==> src/hw/rtl/bsfs_pkg.sv <==
`default_nettype none
package bsfs_pkg;

  localparam int PLAY_WIDTH  = 640;
  localparam int PLAY_HEIGHT = 480;
  localparam int SPRITE_SIZE = 16;
  localparam int BLIP_LENGTH = 15;

  localparam int XPIX_W = 10;
  localparam int YPIX_W = 9;
  localparam int POS_W  = 10;
  localparam int LIM_W  = 11;
  localparam int VEL_W  = 16;
  localparam int FRAC_W = 8;
  localparam int TMR_W  = 4;
  localparam int VOL_W  = 6;
  localparam int CIDX_W = 3;

  localparam logic [XPIX_W-1:0] X_PIX_RST = XPIX_W'(64);
  localparam logic [YPIX_W-1:0] Y_PIX_RST = YPIX_W'(48);
  localparam logic [VEL_W-1:0]  X_VEL_RST = VEL_W'(384);
  localparam logic [VEL_W-1:0]  Y_VEL_RST = VEL_W'(192);

  localparam logic [9:0] BOX_LEFT_RST   = 10'd304;
  localparam logic [8:0] BOX_TOP_RST    = 9'd200;
  localparam logic [9:0] BOX_WIDTH_RST  = 10'd80;
  localparam logic [8:0] BOX_HEIGHT_RST = 9'd80;

  function automatic int wall_limit(int play, int range);
    int lim;
    lim = play - SPRITE_SIZE;
    if (lim > range) lim = range;
    if (lim < 1) lim = 1;
    return lim;
  endfunction

  localparam logic [LIM_W-1:0] X_LIMIT = LIM_W'(wall_limit(PLAY_WIDTH, 1024));
  localparam logic [LIM_W-1:0] Y_LIMIT = LIM_W'(wall_limit(PLAY_HEIGHT, 512));
  localparam logic [TMR_W-1:0] BLIP_START = TMR_W'(BLIP_LENGTH);
  localparam logic [POS_W:0]   SPRITE_EXT = (POS_W+1)'(SPRITE_SIZE);

  typedef enum logic [CIDX_W-1:0] {
    CFG_BOX_LEFT   = 3'd0,
    CFG_BOX_TOP    = 3'd1,
    CFG_BOX_WIDTH  = 3'd2,
    CFG_BOX_HEIGHT = 3'd3,
    CFG_SPEED_X    = 3'd4,
    CFG_SPEED_Y    = 3'd5,
    CFG_NOTE_EN    = 3'd6
  } cfg_idx_e;

  typedef struct packed {
    logic [9:0] box_left;
    logic [8:0] box_top;
    logic [9:0] box_width;
    logic [8:0] box_height;
    logic       note_enable;
  } box_cfg_t;

  typedef struct packed {
    logic [XPIX_W-1:0] x_pix;
    logic [YPIX_W-1:0] y_pix;
    logic [FRAC_W-1:0] x_frac;
    logic [FRAC_W-1:0] y_frac;
    logic [VEL_W-1:0]  x_vel;
    logic [VEL_W-1:0]  y_vel;
    logic [TMR_W-1:0]  timer;
    logic              last_hit;
  } sprite_state_t;

  typedef struct packed {
    logic [XPIX_W-1:0] pixel_x;
    logic [YPIX_W-1:0] pixel_y;
    logic              overlap;
    logic              wall_bounce;
    logic [VOL_W-1:0]  blip_volume;
    logic              note_start;
    logic              note_release;
  } frame_res_t;

  typedef struct packed {
    logic [POS_W-1:0]  pix;
    logic [FRAC_W-1:0] frac;
    logic [VEL_W-1:0]  vel;
    logic              bounce;
  } axis_t;

  function automatic axis_t move_axis(logic [POS_W-1:0] pix, logic [FRAC_W-1:0] frac,
                                      logic [VEL_W-1:0] vel, logic [LIM_W-1:0] lim);
    axis_t            r;
    logic [FRAC_W:0]  f;
    logic [POS_W+1:0] p;
    f = {1'b0, frac} + {1'b0, vel[FRAC_W-1:0]};
    p = {2'b00, pix} + {{4{vel[VEL_W-1]}}, vel[VEL_W-1:FRAC_W]}
        + {{(POS_W+1){1'b0}}, f[FRAC_W]};
    r.frac   = f[FRAC_W-1:0];
    r.pix    = p[POS_W-1:0];
    r.vel    = vel;
    r.bounce = 1'b0;
    if (p[POS_W+1]) begin
      r.pix    = '0;
      r.frac   = '0;
      r.bounce = 1'b1;
    end else if ($signed(p) >= $signed({1'b0, lim})) begin
      r.pix    = POS_W'(lim - LIM_W'(1));
      r.frac   = '0;
      r.bounce = 1'b1;
    end
    if (r.bounce) r.vel = VEL_W'(0) - vel;
    return r;
  endfunction

  function automatic logic span_hit(logic [POS_W-1:0] pos, logic [POS_W-1:0] left,
                                    logic [POS_W-1:0] size);
    logic [POS_W:0] far_edge;
    logic [POS_W:0] spr_edge;
    far_edge = {1'b0, left} + {1'b0, size};
    spr_edge = {1'b0, pos} + SPRITE_EXT;
    return ({1'b0, pos} < far_edge) && ({1'b0, left} < spr_edge);
  endfunction

endpackage
`default_nettype wire

==> src/hw/rtl/bsfs_step.sv <==
`default_nettype none
module bsfs_step
  import bsfs_pkg::*;
(
  input  sprite_state_t state_i,
  input  box_cfg_t      cfg_i,
  input  logic          advance_i,
  output sprite_state_t state_o,
  output frame_res_t    res_o
);

  axis_t            ax;
  axis_t            ay;
  logic             bounce;
  logic             hit;
  logic             edge_seen;
  logic [TMR_W-1:0] tmr;

  always_comb begin
    ax = move_axis(state_i.x_pix, state_i.x_frac, state_i.x_vel, X_LIMIT);
    ay = move_axis({1'b0, state_i.y_pix}, state_i.y_frac, state_i.y_vel, Y_LIMIT);

    state_o = state_i;
    bounce  = 1'b0;
    if (advance_i) begin
      state_o.x_pix  = ax.pix;
      state_o.x_frac = ax.frac;
      state_o.x_vel  = ax.vel;
      state_o.y_pix  = ay.pix[YPIX_W-1:0];
      state_o.y_frac = ay.frac;
      state_o.y_vel  = ay.vel;
      bounce         = ax.bounce | ay.bounce;
    end

    hit = span_hit(state_o.x_pix, cfg_i.box_left, cfg_i.box_width) &&
          span_hit({1'b0, state_o.y_pix}, {1'b0, cfg_i.box_top}, {1'b0, cfg_i.box_height});

    edge_seen = advance_i && cfg_i.note_enable && (hit != state_i.last_hit);
    if (edge_seen) state_o.last_hit = hit;

    tmr = bounce ? BLIP_START : state_i.timer;
    if (advance_i && (tmr != '0)) tmr = tmr - TMR_W'(1);
    state_o.timer = tmr;

    res_o.pixel_x      = state_o.x_pix;
    res_o.pixel_y      = state_o.y_pix;
    res_o.overlap      = hit;
    res_o.wall_bounce  = bounce;
    res_o.blip_volume  = {state_o.timer, 2'b00};
    res_o.note_start   = edge_seen & hit;
    res_o.note_release = edge_seen & ~hit;
  end

endmodule
`default_nettype wire

==> src/hw/rtl/bouncing_sprite_frame_step_top.sv <==
// channel  | valid / ready           | payload
// ---------+-------------------------+------------------------------------------
// in       | in_valid_i / in_ready_o | advance_i
// out      | out_valid_o/out_ready_i | pixel_x_o pixel_y_o overlap_o wall_bounce_o
//          |                         | blip_volume_o note_start_o note_release_o
// cfg      | cfg_valid_i/cfg_ready_o | cfg_index_i cfg_data_i
//
// One word per cycle unless out_ready_i stalls: the frame step runs in the
// accept cycle and lands in the result register; it appears in the next cycle.
// in_ready_o is high while the result register is empty or being drained.
// cfg_ready_o is always high. Reset loads the start position and speeds.
`default_nettype none
module bouncing_sprite_frame_step_top
  import bsfs_pkg::*;
(
  input  logic                clk_i,
  input  logic                rst_ni,
  input  logic                in_valid_i,
  output logic                in_ready_o,
  input  logic                advance_i,
  output logic                out_valid_o,
  input  logic                out_ready_i,
  output logic [XPIX_W-1:0]   pixel_x_o,
  output logic [YPIX_W-1:0]   pixel_y_o,
  output logic                overlap_o,
  output logic                wall_bounce_o,
  output logic [VOL_W-1:0]    blip_volume_o,
  output logic                note_start_o,
  output logic                note_release_o,
  input  logic                cfg_valid_i,
  output logic                cfg_ready_o,
  input  logic [CIDX_W-1:0]   cfg_index_i,
  input  logic [VEL_W-1:0]    cfg_data_i
);

  sprite_state_t st_q;
  sprite_state_t st_d;
  box_cfg_t      cfg_q;
  box_cfg_t      cfg_d;
  frame_res_t    res_q;
  frame_res_t    res_d;
  logic          out_valid_q;
  logic          in_fire;
  logic          cfg_fire;

  assign in_ready_o  = ~out_valid_q | out_ready_i;
  assign in_fire     = in_valid_i & in_ready_o;
  assign cfg_ready_o = 1'b1;
  assign cfg_fire    = cfg_valid_i;

  bsfs_step u_step (
    .state_i   (st_q),
    .cfg_i     (cfg_q),
    .advance_i (advance_i),
    .state_o   (st_d),
    .res_o     (res_d)
  );

  always_ff @(posedge clk_i or negedge rst_ni) begin
    if (!rst_ni) begin
      st_q.x_pix         <= X_PIX_RST;
      st_q.y_pix         <= Y_PIX_RST;
      st_q.x_frac        <= '0;
      st_q.y_frac        <= '0;
      st_q.x_vel         <= X_VEL_RST;
      st_q.y_vel         <= Y_VEL_RST;
      st_q.timer         <= '0;
      st_q.last_hit      <= 1'b0;
      cfg_q.box_left     <= BOX_LEFT_RST;
      cfg_q.box_top      <= BOX_TOP_RST;
      cfg_q.box_width    <= BOX_WIDTH_RST;
      cfg_q.box_height   <= BOX_HEIGHT_RST;
      cfg_q.note_enable  <= 1'b1;
      out_valid_q        <= 1'b0;
    end else begin
      cfg_q <= cfg_d;
      if (cfg_fire && cfg_idx_e'(cfg_index_i) == CFG_SPEED_X) begin
        st_q.x_vel <= cfg_data_i;
      end else if (cfg_fire && cfg_idx_e'(cfg_index_i) == CFG_SPEED_Y) begin
        st_q.y_vel <= cfg_data_i;
      end else if (in_fire) begin
        st_q <= st_d;
      end
      if (in_fire) begin
        out_valid_q <= 1'b1;
      end else if (out_ready_i) begin
        out_valid_q <= 1'b0;
      end
    end
  end

  always_comb begin
    cfg_d = cfg_q;
    if (cfg_fire) begin
      case (cfg_idx_e'(cfg_index_i))
        CFG_BOX_LEFT:   cfg_d.box_left    = cfg_data_i[9:0];
        CFG_BOX_TOP:    cfg_d.box_top     = cfg_data_i[8:0];
        CFG_BOX_WIDTH:  cfg_d.box_width   = cfg_data_i[9:0];
        CFG_BOX_HEIGHT: cfg_d.box_height  = cfg_data_i[8:0];
        CFG_NOTE_EN:    cfg_d.note_enable = cfg_data_i[0];
        default: begin
        end
      endcase
    end
  end

  // hold the word until taken
  always_ff @(posedge clk_i) begin
    if (in_fire) res_q <= res_d;
  end

  assign out_valid_o    = out_valid_q;
  assign pixel_x_o      = res_q.pixel_x;
  assign pixel_y_o      = res_q.pixel_y;
  assign overlap_o      = res_q.overlap;
  assign wall_bounce_o  = res_q.wall_bounce;
  assign blip_volume_o  = res_q.blip_volume;
  assign note_start_o   = res_q.note_start;
  assign note_release_o = res_q.note_release;

endmodule
`default_nettype wire
==> config.mk <==
export PLATFORM = sky130hd
export DESIGN_NAME = bouncing_sprite_frame_step_top
export DESIGN_NICKNAME = d
export VERILOG_FILES = /design/src/hw/rtl/bsfs_pkg.sv /design/src/hw/rtl/bsfs_step.sv /design/src/hw/rtl/bouncing_sprite_frame_step_top.sv
export SDC_FILE = /design/constraint.sdc
export NUM_CORES = 1
export LEC_CHECK = 0
export ABC_AREA = 1
export BUFFER_PORTS_ARGS = -buffer_cell sky130_fd_sc_hd__clkbuf_2
export CAP_MARGIN = 5
export CORE_MARGIN = 1
export CORE_UTILIZATION = 60
export DETAILED_ROUTE_END_ITERATION = 10
export GPL_TIMING_DRIVEN = 0
export PLACE_DENSITY_LB_ADDON = 0.12
export REMOVE_ABC_BUFFERS = 1
export SYNTH_ARGS = -nofsm -noshare
export SYNTH_HDL_FRONTEND = slang
export SYNTH_SLANG_ARGS = --single-unit
==> constraint.sdc <==
create_clock -name clk_i -period 16.4 [get_ports clk_i]
set_input_delay 2.46 -clock clk_i [delete_from_list [all_inputs] [get_ports clk_i]]
set_output_delay 2.46 -clock clk_i [all_outputs]
set_load 0.005 [all_outputs]
* Word-level counts from Yosys, hierarchy flattened
Index checks and enable logic that the tools add are counted.
** Word-level totals
- Flip-flop bits (word level) :: 139
- Logic and storage cells :: 105
- Input bits :: 25
** Operators by class
- Multiplexer cells :: 21
- Bitwise operators :: 9
- Add/sub/neg operators :: 13
- Reductions and logical operators :: 27
- Eq/ne operators :: 8
- $lt $le $gt $ge :: 6
** Operators by type and width (number)
- $mux W16 :: 5
- $mux W67 :: 1
- $mux W37 :: 1
- $mux W18 :: 2
- $mux W17 :: 2
- $sub A1 B16 Y16 const A :: 2
- $add A12 B1 Y12 :: 2
- $lt A10 B11 Y1 :: 2
- $add A8 B8 Y9 :: 2
- $reduce_and A4 Y1 :: 4
- $reduce_bool A2 Y1 :: 7
- $add A11 B8 Y12 :: 1
- $ge A12 B10 Y1 const B :: 1
- $ge A12 B11 Y1 const B :: 1
- $add A10 B10 Y11 :: 1
- $add A10 B5 Y11 const B :: 1
- $add A10 B8 Y11 :: 1
- $lt A9 B11 Y1 :: 1
- $add A9 B5 Y10 const B :: 1
- $add A9 B9 Y10 :: 1
- $lt A9 B10 Y1 :: 1
- $reduce_and A2 Y1 :: 5
- $eq A3 B3 Y1 const B :: 3
- $logic_and A1 B1 Y1 :: 8
- 13 further kinds :: 28

* Longest topological paths before layout
Gate-level depths: netlist (run 1).
- Depth after elaboration :: 17
- Depth in mapped cells :: 41
- Gate-level depth less buffers :: 40

* By module
Synthesis (run 1) repeated with hierarchy kept, for this count alone.
** Second synthesis, totals
- Cells, all modules :: 1481
- Area total of the unflattened synthesis :: 10934.2 um^2
** Modules (own cells, without submodules)
- bouncing_sprite_frame_step_top :: times used 1, area each 5698.0 um^2, sequential area each 3696.0 um^2, cells each 608
- bsfs_step :: times used 1, area each 5236.3 um^2, sequential area each 0.0 um^2, cells each 873

* Least setup slack after synthesis (run 1)
OpenSTA, ideal clock, no wires.
- Path kind :: reg-to-reg
- From :: register st_q[21] in the netlist's numbering
- To :: register res_q, in the netlist note_release_o (data pin)
- Setup slack :: 11068 ps
- Arrival time :: 5082 ps
- Stages on the path, launching flop included :: 35
- Library setup time :: 250 ps
- Path buffers :: 0
- Path through :: dfrtp_1 ha_1 inv_1 fa_1 o21ai_0 a21oi_1 o21ai_0 a21o_1 a21oi_1 fa_1 fa_1 o21ai_1 nand2_1 nand3_1 nand2_1 nor2_1 nand2_1 nand2_1 nand2_2 nor2_2 nand2_1 o21ai_0 ha_1 nand3_1 xor2_1 ha_1 a21oi_1 nand3b_1 nand2_1 nor2_1 nand2_1 nor2_1 nand3_2 nand3_1 inv_1
** RTL lines
- from (decl) :: line bouncing_sprite_frame_step_top.sv:36 : sprite_state_t st_q;
- from (signal assigned) :: line bouncing_sprite_frame_step_top.sv:82 : st_q <= st_d;
- to (signal assigned) :: line bouncing_sprite_frame_step_top.sv:109 : if (in_fire) res_q <= res_d;
- to (decl) :: line bouncing_sprite_frame_step_top.sv:40 : frame_res_t res_q;

==> results.json, run 1 <==
{
  "status": "complete, no violations",
  "met3_length_mm": 1.01,
  "stdcell_count": 1544,
  "synth_area_um2": 10000,
  "pin_count": 57,
  "syn_avg_cell_area_um2": 7.88,
  "dieArea_um2": 17200,
  "totalWireLength_mm": 24.4,
  "place_ws_ns": 9.76,
  "place_inst": 1512,
  "synth.most_common_cell": "nand2_1",
  "clk_latency_ns": 0.44,
  "synth_top_cell_by_area": "dfrtp_1",
  "max_freq_ghz": 0.152,
  "cts.repair.resized": 0,
  "clkSlewWorstSetupHoldPaths_ns": 0.06,
  "post_cts_buffers": 0,
  "grtUsageTotal_pct": 29.6,
  "final_hold_viol_count": 0,
  "ys_types": 49,
  "synthArstFlopShare_pct": 80.6,
  "cts-root-buf": "clkbuf_16",
  "clock-sinks": 139,
  "criticalPathCategory": "flop to flop",
  "skew_ns": 0.00919,
  "synthTopCellsByArea": "dfrtp_1 23%, ha_1 12%, nand2_1 9.8%",
  "min_period_ns": 6.58,
  "ys.flop_type": "dfrtp_1",
  "yosys.area_share.simple_pct": 23.0,
  "highest_layer": "met4",
  "synth_cells": 1272,
  "hold_ws_ns": 0.496,
  "num-nets-final": 1443,
  "powerDensity_nw_per_um2": 202,
  "worstMarginPinSlew_ns": 1.30,
  "drtAntennaViolNets": 0,
  "drv_slew": 0,
  "clock_path_buffers": 2,
  "critPathCaptureType": "flop",
  "grt_pass1_vias": 8423,
  "ys_seq_elements": 139,
  "rsz0062_at_grt": "no",
  "firstDrtPassIters": 5,
  "ir_drop_uv": 127,
  "synthXorXnorAreaFrac_pct": 3.15,
  "met1_length_mm": 10.8,
  "synth_fa_ha_area_share_pct": 13.4,
  "cp_slowest_cell": "fa_1",
  "area_growth_pct": 10.2,
  "grt_overflow": 0,
  "vias": 8618,
  "crit_path_max_incr_delay_ns": 0.43,
  "worst_ep_required_time_ns": 16.60,
  "initial_core_util_pct": 62.2,
  "dpl.hpwl_mm": 17.7,
  "viasPerCell": 5.58,
  "cts_hold_buffers": 0,
  "cp_max_fo": 6,
  "period_share_pct": 40.1,
  "grt_pass1_wl_mm": 40.6,
  "met2_length_mm": 11.8,
  "hold_path.class": "flop to flop",
  "synth_top_family_by_area": "simple AND/OR/NAND/NOR gates",
  "die-height_um": 131,
  "fin_setup_tns_ns": 0,
  "crit_top_cell": "nand2_1",
  "synth-compound-area-share_pct": 15.3,
  "worst_ep_arrival_time_ns": 6.78,
  "yosys_warnings": 0,
  "slew_headroom_pct": 13.6,
  "p_leak_nw": 5.53,
  "io_buffer_count": 53,
  "wire_per_inst_um": 15.8,
  "num_rows": 46,
  "fill_cells": 1354,
  "first_iter_violations": 563,
  "core_area_um2": 16100,
  "yosysSeqAreaShare_pct": 36.3,
  "grt_max_degree": 77,
  "finalWorstSetupSlack_ns": 9.82,
  "critPathLaunchType": "flop",
  "die_w_um": 131,
  "diodes": 0,
  "drive_gt1_share_pct": 12.6,
  "drc": 0,
  "setup-violations-final": 0,
  "power_mw": 2.23,
  "numCtsBuffers": 17,
  "synth_edf_count": 27,
  "grt_antenna_before_repair": 0,
  "h-tree-depth": 4,
  "cts_tree": "done",
  "netlist.area_leader.share_pct": 23.5,
  "synth_commonest_cells": "262 x nand2_1, 182 x inv_1, 120 x o21ai_0",
  "synth_mux_area_share_pct": 0,
  "maxCapViolCount": 0,
  "place.gp.congestion": 0.871
}
-- final cells by class --
class | instances | area, µm² | share of cell area (%)
Inverter | 187 | 702 | 6.36
Tap cell | 216 | 270 | 2.45
Multi-Input combinational cell | 915 | 5520 | 50.0
Sequential cell | 139 | 3640 | 32.9
Clock buffer | 18 | 429 | 3.89
Timing Repair Buffer | 55 | 317 | 2.87
Clock inverter | 14 | 169 | 1.53
-- state kept, by name, indices dropped and copies added (netlist names) --
| signal | flops |
|---|---|
| st_q | 72 |
| cfg_q | 39 |
| pixel_x_o | 10 |
| pixel_y_o | 9 |
| blip_volume_o | 4 |
| note_release_o | 1 |
| note_start_o | 1 |
| out_valid_o | 1 |
| overlap_o | 1 |
| wall_bounce_o | 1 |
-- where the power goes --
| group | leakage [nW] | internal, mW | switching (mW) |
|---|---|---|---|
| logic | 3.60 | 0.448 | 0.793 |
| clock network | 0.282 | 0.239 | 0.158 |
| registers | 1.65 | 0.488 | 0.103 |
| total | 5.53 | 1.18 | 1.05 |
-- path summary, 6_finish.rpt --
path                            from        endpoint  slack, ns  depth (start not counted)
min in group asynchronous     rst_ni        st_q[67]       1.94                          1
hold reg to reg            cfg_q[17]       cfg_q[17]       0.50                          2
hold / removal             cfg_q[17]       cfg_q[17]       0.50                          2
setup / recovery            st_q[21]  note_release_o       9.82                         33
max in group asynchronous     rst_ni       cfg_q[23]      13.73                          2
setup reg to reg            st_q[21]  note_release_o       9.82                         33
-- cells in the final DEF, fill, tap and decap left out, types with 4 or more instances in the layout --
cell type,count
nand3_1,59
inv_1,182
or2_2,8
dfstp_2,18
nor2_1,87
nand2_2,20
nor2_2,10
o22ai_1,14
ha_1,96
xor2_1,24
a21o_1,6
nor3_1,11
a31oi_1,6
fa_1,7
clkbuf_16,17
inv_2,5
o21ai_2,4
clkbuf_2,52
nand2_1,262
o211ai_1,4
xnor2_1,12
o221ai_1,24
nand3_2,7
nand4_1,28
o21ai_0,120
o21ai_1,6
dfrtp_1,94
a21oi_1,60
nand3b_1,8
edfxtp_1,27
o21bai_1,8
-- metrics by stage --
stage | instance area [µm²] | util, %
6_report | 11000 | 68.5
5_1_grt | 11000 | 68.5
4_1_cts | 11000 | 68.5
3_5_place_dp | 10400 | 64.8
3_3_place_gp | 10400 | 64.4
2_1_floorplan | 9850 | -
-- routing by layer --
layer  global-route usage [%]  vias up
met2                     50.5      182
met4                     11.2        0
met3                     5.32       50
met1                     37.2     4042
met5                        0        -
li1                         -     4344
-- worst max-delay path, delay by kind of cell (launching register included) --
kind | cells | cell delay [ns]
AO/OA/AOI/OAI | 8 | 1.61
XOR/XNOR | 2 | 0.44
adder cells (fa/ha/maj) | 6 | 2.09
buffers and inverters | 2 | 0.10
flip-flops | 1 | 0.42
AND/OR/NAND/NOR | 15 | 1.64
-- logic make-up after synthesis --
family	count (synthesis)
AOI/OAI and AO/OA	264
adders and majority gates	103
buffers and inverters	219
other	2
and+or+nand+nor	509
xor gates and xnor gates	36
DFF	139
Note: power is estimated with default switching activity, not from simulation.
==> run 2: changes to the inputs <==
==> constraint.sdc (replaced) <==
create_clock -name clk_i -period 6.4 [get_ports clk_i]
set_input_delay 0.96 -clock clk_i [delete_from_list [all_inputs] [get_ports clk_i]]
set_output_delay 0.96 -clock clk_i [all_outputs]
set_load 0.005 [all_outputs]
==> run 2 against run 1 <==
Compared with the run above:
- clock-buffer cell count stayed put
- flip-flop and latch count unchanged
- critical path depth did not move
- via count rose by 0.60%
- setup slack worse by 9.4 ns
- maximum frequency up 10%
- critical endpoint unchanged
- non-clock buffer count grew 1
- largest cell class unchanged
- clock skew is 0.00079 ns higher
- utilization is 0.17 points higher
==> results.json, run 2 (synthesized netlist as in run 1, its figures left out) <==
{
  "status": "complete, no violations",
  "place.gp.congestion": 0.871,
  "hold_path.class": "input pin to async pin",
  "cts-root-buf": "clkbuf_16",
  "dpl.hpwl_mm": 17.7,
  "slew_headroom_pct": 14.8,
  "worst_ep_arrival_time_ns": 6.17,
  "die_w_um": 131,
  "wire_per_inst_um": 15.8,
  "setup-violations-final": 0,
  "dieArea_um2": 17200,
  "core_area_um2": 16100,
  "layout_common_cells": "262 x nand2_1, 182 x inv_1, 116 x o21ai_0",
  "power_frac_comb_pct": 55.9,
  "layout_commonest_cell": "nand2_1",
  "numCtsBuffers": 17,
  "grt_pass1_vias": 8429,
  "cp_max_fo": 6,
  "switching_share_pct": 47.2,
  "switching_power_mw": 2.71,
  "reg2reg_setup_slack_ns": 0.43,
  "critPathCaptureType": "flop",
  "h-tree-depth": 4,
  "hold_ws_ns": 0.439,
  "totalWireLength_mm": 24.3,
  "cts_tree": "done",
  "first_iter_violations": 514,
  "period_share_pct": 93.3,
  "drv_slew": 0,
  "vias": 8670,
  "cp_slowest_cell": "fa_1",
  "io_buffer_count": 53,
  "grt_antenna_before_repair": 0,
  "p_int_mw": 3.03,
  "largest-register": "st_q",
  "grtUsageTotal_pct": 29.6,
  "p_seq_share_pct": 26.4,
  "num_rows": 46,
  "clkSlewWorstSetupHoldPaths_ns": 0.06,
  "crit_top_cell": "nand2_1",
  "stdcell_count": 1545,
  "rsz0062_at_grt": "no",
  "grt_pass1_wl_mm": 40.6,
  "r2r_cells": 33,
  "viasPerCell": 5.61,
  "pin_count": 57,
  "initial_core_util_pct": 62.2,
  "max_freq_ghz": 0.167,
  "crit_path_max_incr_delay_ns": 0.43,
  "drc": 0,
  "clock_path_buffers": 2,
  "p_leak_nw": 5.54,
  "ir_drop_uv": 323,
  "maxCapViolCount": 0,
  "firstDrtPassIters": 5,
  "fin_setup_tns_ns": 0,
  "final_hold_viol_count": 0,
  "power_frac_clock_pct": 17.7,
  "fin_util_pct": 68.7,
  "area_growth_pct": 10.4,
  "clock-sinks": 139,
  "clk_latency_ns": 0.44,
  "drtAntennaViolNets": 0,
  "largest_reg_flops": 72,
  "powerDensity_nw_per_um2": 518,
  "diodes": 0,
  "drive_gt1_share_pct": 13.1,
  "num-nets-final": 1444,
  "worstMarginPinSlew_ns": 1.28,
  "skew_ns": 0.00998,
  "critPathLaunchType": "flop",
  "min_period_ns": 5.97,
  "worst_ep_required_time_ns": 6.60,
  "power_mw": 5.74,
  "die-height_um": 131,
  "grt_max_degree": 77,
  "place_inst": 1512,
  "grt_overflow": 0,
  "criticalPathCategory": "flop to flop"
}
run 2: changes by cell type in the layout (fill, tap and decap cells not counted):
cell     previous run  this run
o21ai_0           120       116
o21ai_2             4         8
buf_4               0         1
ha_1               96        95
ha_2                0         1
nor2_1             87        86
nor2_2             10        11
run 2: layout make-up:
cell class / count / area, µm²
clock buffer: 18 / 429
clock inverter: 14 / 169
fill: 1350 / 5050
inverter: 187 / 702
multi-input combinational: 915 / 5540
sequential: 139 / 3640
tap: 216 / 270
timing repair buffer: 56 / 324
run 2: final timing paths:
| path | startpoint | to |
|---|---|---|
| hold reg to reg | cfg_q[14] | cfg_q[14] |
| setup / recovery | st_q[21] | note_release_o |
| setup reg to reg | st_q[21] | note_release_o |
| hold / removal | rst_ni | st_q[67] |
| max in group asynchronous | rst_ni | cfg_q[7] |
| min in group clk_i | cfg_q[14] | cfg_q[14] |
run 2: per-stage QoR:
step           cell area (µm²)  setup slack, ns
2_1_floorplan             9850             1.06
3_3_place_gp             10400          -0.0312
3_5_place_dp             10400          -0.0950
4_1_cts                  11000           0.0619
5_1_grt                  11100           0.0386
6_report                 11100            0.428
run 2: power groups by stage:
stage	combinational, mW	sequential, mW	clock, mW
after CTS	3.18	1.51	1.02
after detailed placement	3.13	1.52	0
after floorplan	2.43	1.44	0
after global placement	3.02	1.51	0
after global routing	3.67	1.55	1.07
final	3.21	1.51	1.02
run 2: repair_timing:
item                       CTS  global route
setup endpoints to repair    2             4
buffers inserted             0             1
pin swaps                    0             2
hold buffers                 0             0
gates resized for setup      3             7
gates cloned                 0             0
run 2: worst max-delay path: cells and delay by family (launching register included):
kind | cells | cell delay, ns
fa+ha+maj | 6 | 2.02
simple gates | 15 | 1.58
compound gates | 8 | 1.19
flops | 1 | 0.42
xor+xnor | 2 | 0.41
buf+inv | 2 | 0.10
run 2: layer usage:
layer	vias up	wire length [µm]	GRT usage, %
met5	-	0	0
met4	0	754	11.1
met3	51	1010	5.32
met2	197	11700	50.5
met1	4071	10800	37.2
li1	4351	-	-
==> run 3: changes to the inputs <==
--- a/config.mk
+++ b/config.mk
@@ -9,11 +9,10 @@
 export BUFFER_PORTS_ARGS = -buffer_cell sky130_fd_sc_hd__clkbuf_2
 export CAP_MARGIN = 5
 export CORE_MARGIN = 1
-export CORE_UTILIZATION = 60
+export CORE_UTILIZATION = 40
 export DETAILED_ROUTE_END_ITERATION = 10
 export GPL_TIMING_DRIVEN = 0
 export PLACE_DENSITY_LB_ADDON = 0.12
-export REMOVE_ABC_BUFFERS = 1
 export SYNTH_ARGS = -nofsm -noshare
 export SYNTH_HDL_FRONTEND = slang
 export SYNTH_SLANG_ARGS = --single-unit
==> run 3 against run 2 <==
Compared with the run above:
- cell area up 3.2%
- final cell count rose by 9.1%
- setup slack gained 0.15 ns
- clock-buffer cell count rose by 1
- flip-flop and latch count unchanged
- routed wire length up 13%
- clock power about the same
- sequential power hardly changed
- critical path depth is 3 higher
- highest routed layer is now met5
- via count shrank 0.32%
==> results.json, run 3 (synthesized netlist as in run 1, its figures left out) <==
{
  "grt_max_degree": 109,
  "powerDensity_nw_per_um2": 508,
  "io_buffer_count": 53,
  "totalWireLength_mm": 27.4,
  "skew_ns": 0.00926,
  "final_hold_viol_count": 0,
  "cts_tree": "done",
  "critPathLaunchType": "flop",
  "p_leak_nw": 5.64,
  "drv_slew": 0,
  "core_area_um2": 24500,
  "cp_slowest_cell": "fa_1",
  "num-nets-final": 1476,
  "post-route-cell-area_um2": 11400,
  "die-height_um": 160,
  "first_iter_violations": 484,
  "dpl_cell_area_um2": 10700,
  "drive_gt1_share_pct": 13.7,
  "grt_antenna_before_repair": 1,
  "crit_path_max_incr_delay_ns": 0.44,
  "crit_top_cell": "nand2_1",
  "drc": 0,
  "layout_commonest_cell": "nand2_1",
  "diodes": 0,
  "slew_headroom_pct": 52.6,
  "r2r_cells": 36,
  "cp_max_fo": 6,
  "cp.depth": 36,
  "numCtsBuffers": 17,
  "dieArea_um2": 25700,
  "clock-sinks": 139,
  "viasPerCell": 5.13,
  "period_share_pct": 90.9,
  "initial_core_util_pct": 41.0,
  "setup-violations-final": 0,
  "r2r_end": "note_release_o",
  "wire_per_inst_um": 16.3,
  "fin_util_pct": 46.7,
  "grt_pass1_wl_mm": 44.6,
  "clk_latency_ns": 0.43,
  "criticalPathCategory": "flop to flop",
  "worst_ep_required_time_ns": 6.59,
  "hold_path.class": "input pin to async pin",
  "firstDrtPassIters": 5,
  "crit_end": "note_release_o",
  "area_growth_pct": 14.0,
  "rsz0062_at_grt": "no",
  "path_buf_inv": 3,
  "cts-root-buf": "clkbuf_16",
  "h-tree-depth": 4,
  "ir_drop_uv": 164,
  "worst_ep_arrival_time_ns": 6.01,
  "pin_count": 57,
  "grt_overflow": 0,
  "vias": 8642,
  "clock_path_buffers": 2,
  "cp_top_family": "adder cells",
  "grtUsageTotal_pct": 22.5,
  "worstMarginPinSlew_ns": 0.711,
  "fill_cells": 2487,
  "status": "complete, no violations",
  "layout_common_cells": "261 x nand2_1, 182 x inv_1, 116 x o21ai_0",
  "dpl.hpwl_mm": 21.2,
  "r2r_start": "st_q[21]",
  "max_freq_ghz": 0.172,
  "critPathLaunch": "st_q[21]",
  "place.gp.congestion": 0.858,
  "largest-register": "st_q",
  "clkSlewWorstSetupHoldPaths_ns": 0.06,
  "maxCapViolCount": 0,
  "grt_pass1_vias": 8301,
  "min_period_ns": 5.82,
  "reg2reg_setup_slack_ns": 0.58,
  "num_rows": 57,
  "critPathCaptureType": "flop",
  "die_w_um": 160,
  "largest_reg_flops": 72,
  "drtAntennaViolNets": 0
}
[run 3: cell types whose count changed in the layout (fill, tap and decap cells not counted), moves of 2 or more]
cell | before | now
buf_4 | 1 | 4
buf_6 | 0 | 4
clkbuf_1 | 1 | 24
clkinv_1 | 2 | 0
clkinv_4 | 2 | 4
nor2_2 | 11 | 9
[run 3: timing repair]
item / CTS / global route
pin swaps: 0 / 2
gates resized for setup: 5 / 11
hold buffers: 0 / 0
gates cloned: 0 / 0
setup buffers: 0 / 1
setup endpoints to repair: 4 / 4
[run 3: cell type report]
class                      count  area, µm²  area share, %
clock buffer                  19        454           3.98
timing repair buffer          56        337           2.95
inverter                     187        702           6.15
clock inverter                13        156           1.37
buffer                        32        174           1.52
sequential                   139       3640           31.8
multi-input combinational    915       5560           48.6
tap                          324        405           3.55
[run 3: worst min path at each step]
stage                 to  slack (ns)  cells after the start
2_1_floorplan  cfg_q[10]        0.46                      2
4_1_cts         cfg_q[9]        0.33                      1
3_3_place_gp   cfg_q[13]        0.48                      2
3_5_place_dp   cfg_q[13]        0.48                      2
6_report        cfg_q[9]        0.34                      1
5_1_grt          st_q[4]        0.33                      1
[run 3: per-layer routing]
| layer | wire (µm) | GRT usage (%) |
|---|---|---|
| met1 | 13500 | 31.4 |
| met2 | 12300 | 35.5 |
| met5 | 8 | 0 |
| met4 | 640 | 7.84 |
| met3 | 989 | 3.35 |
[run 3: per-stage QoR]
| stage | hold slack (ns) | TNS, ns | instances | power, mW | setup slack, ns |
|---|---|---|---|---|---|
| 2_1_floorplan | 0.459 | 0 | 1273 | 3.92 | 1.07 |
| 3_3_place_gp | 0.476 | -0.687 | 1650 | 4.66 | -0.293 |
| 3_5_place_dp | 0.483 | -0.742 | 1651 | 4.72 | -0.303 |
| 4_1_cts | 0.332 | 0 | 1683 | 5.79 | 0.0760 |
| 5_1_grt | 0.331 | 0 | 1685 | 6.40 | 0.0138 |
| 6_report | 0.343 | 0 | 1685 | 5.80 | 0.581 |
[run 3: power breakdown]
part	internal [mW]	switching (mW)
Combinational	1.20	2.03
Sequential	1.25	0.281
Clock	0.608	0.432
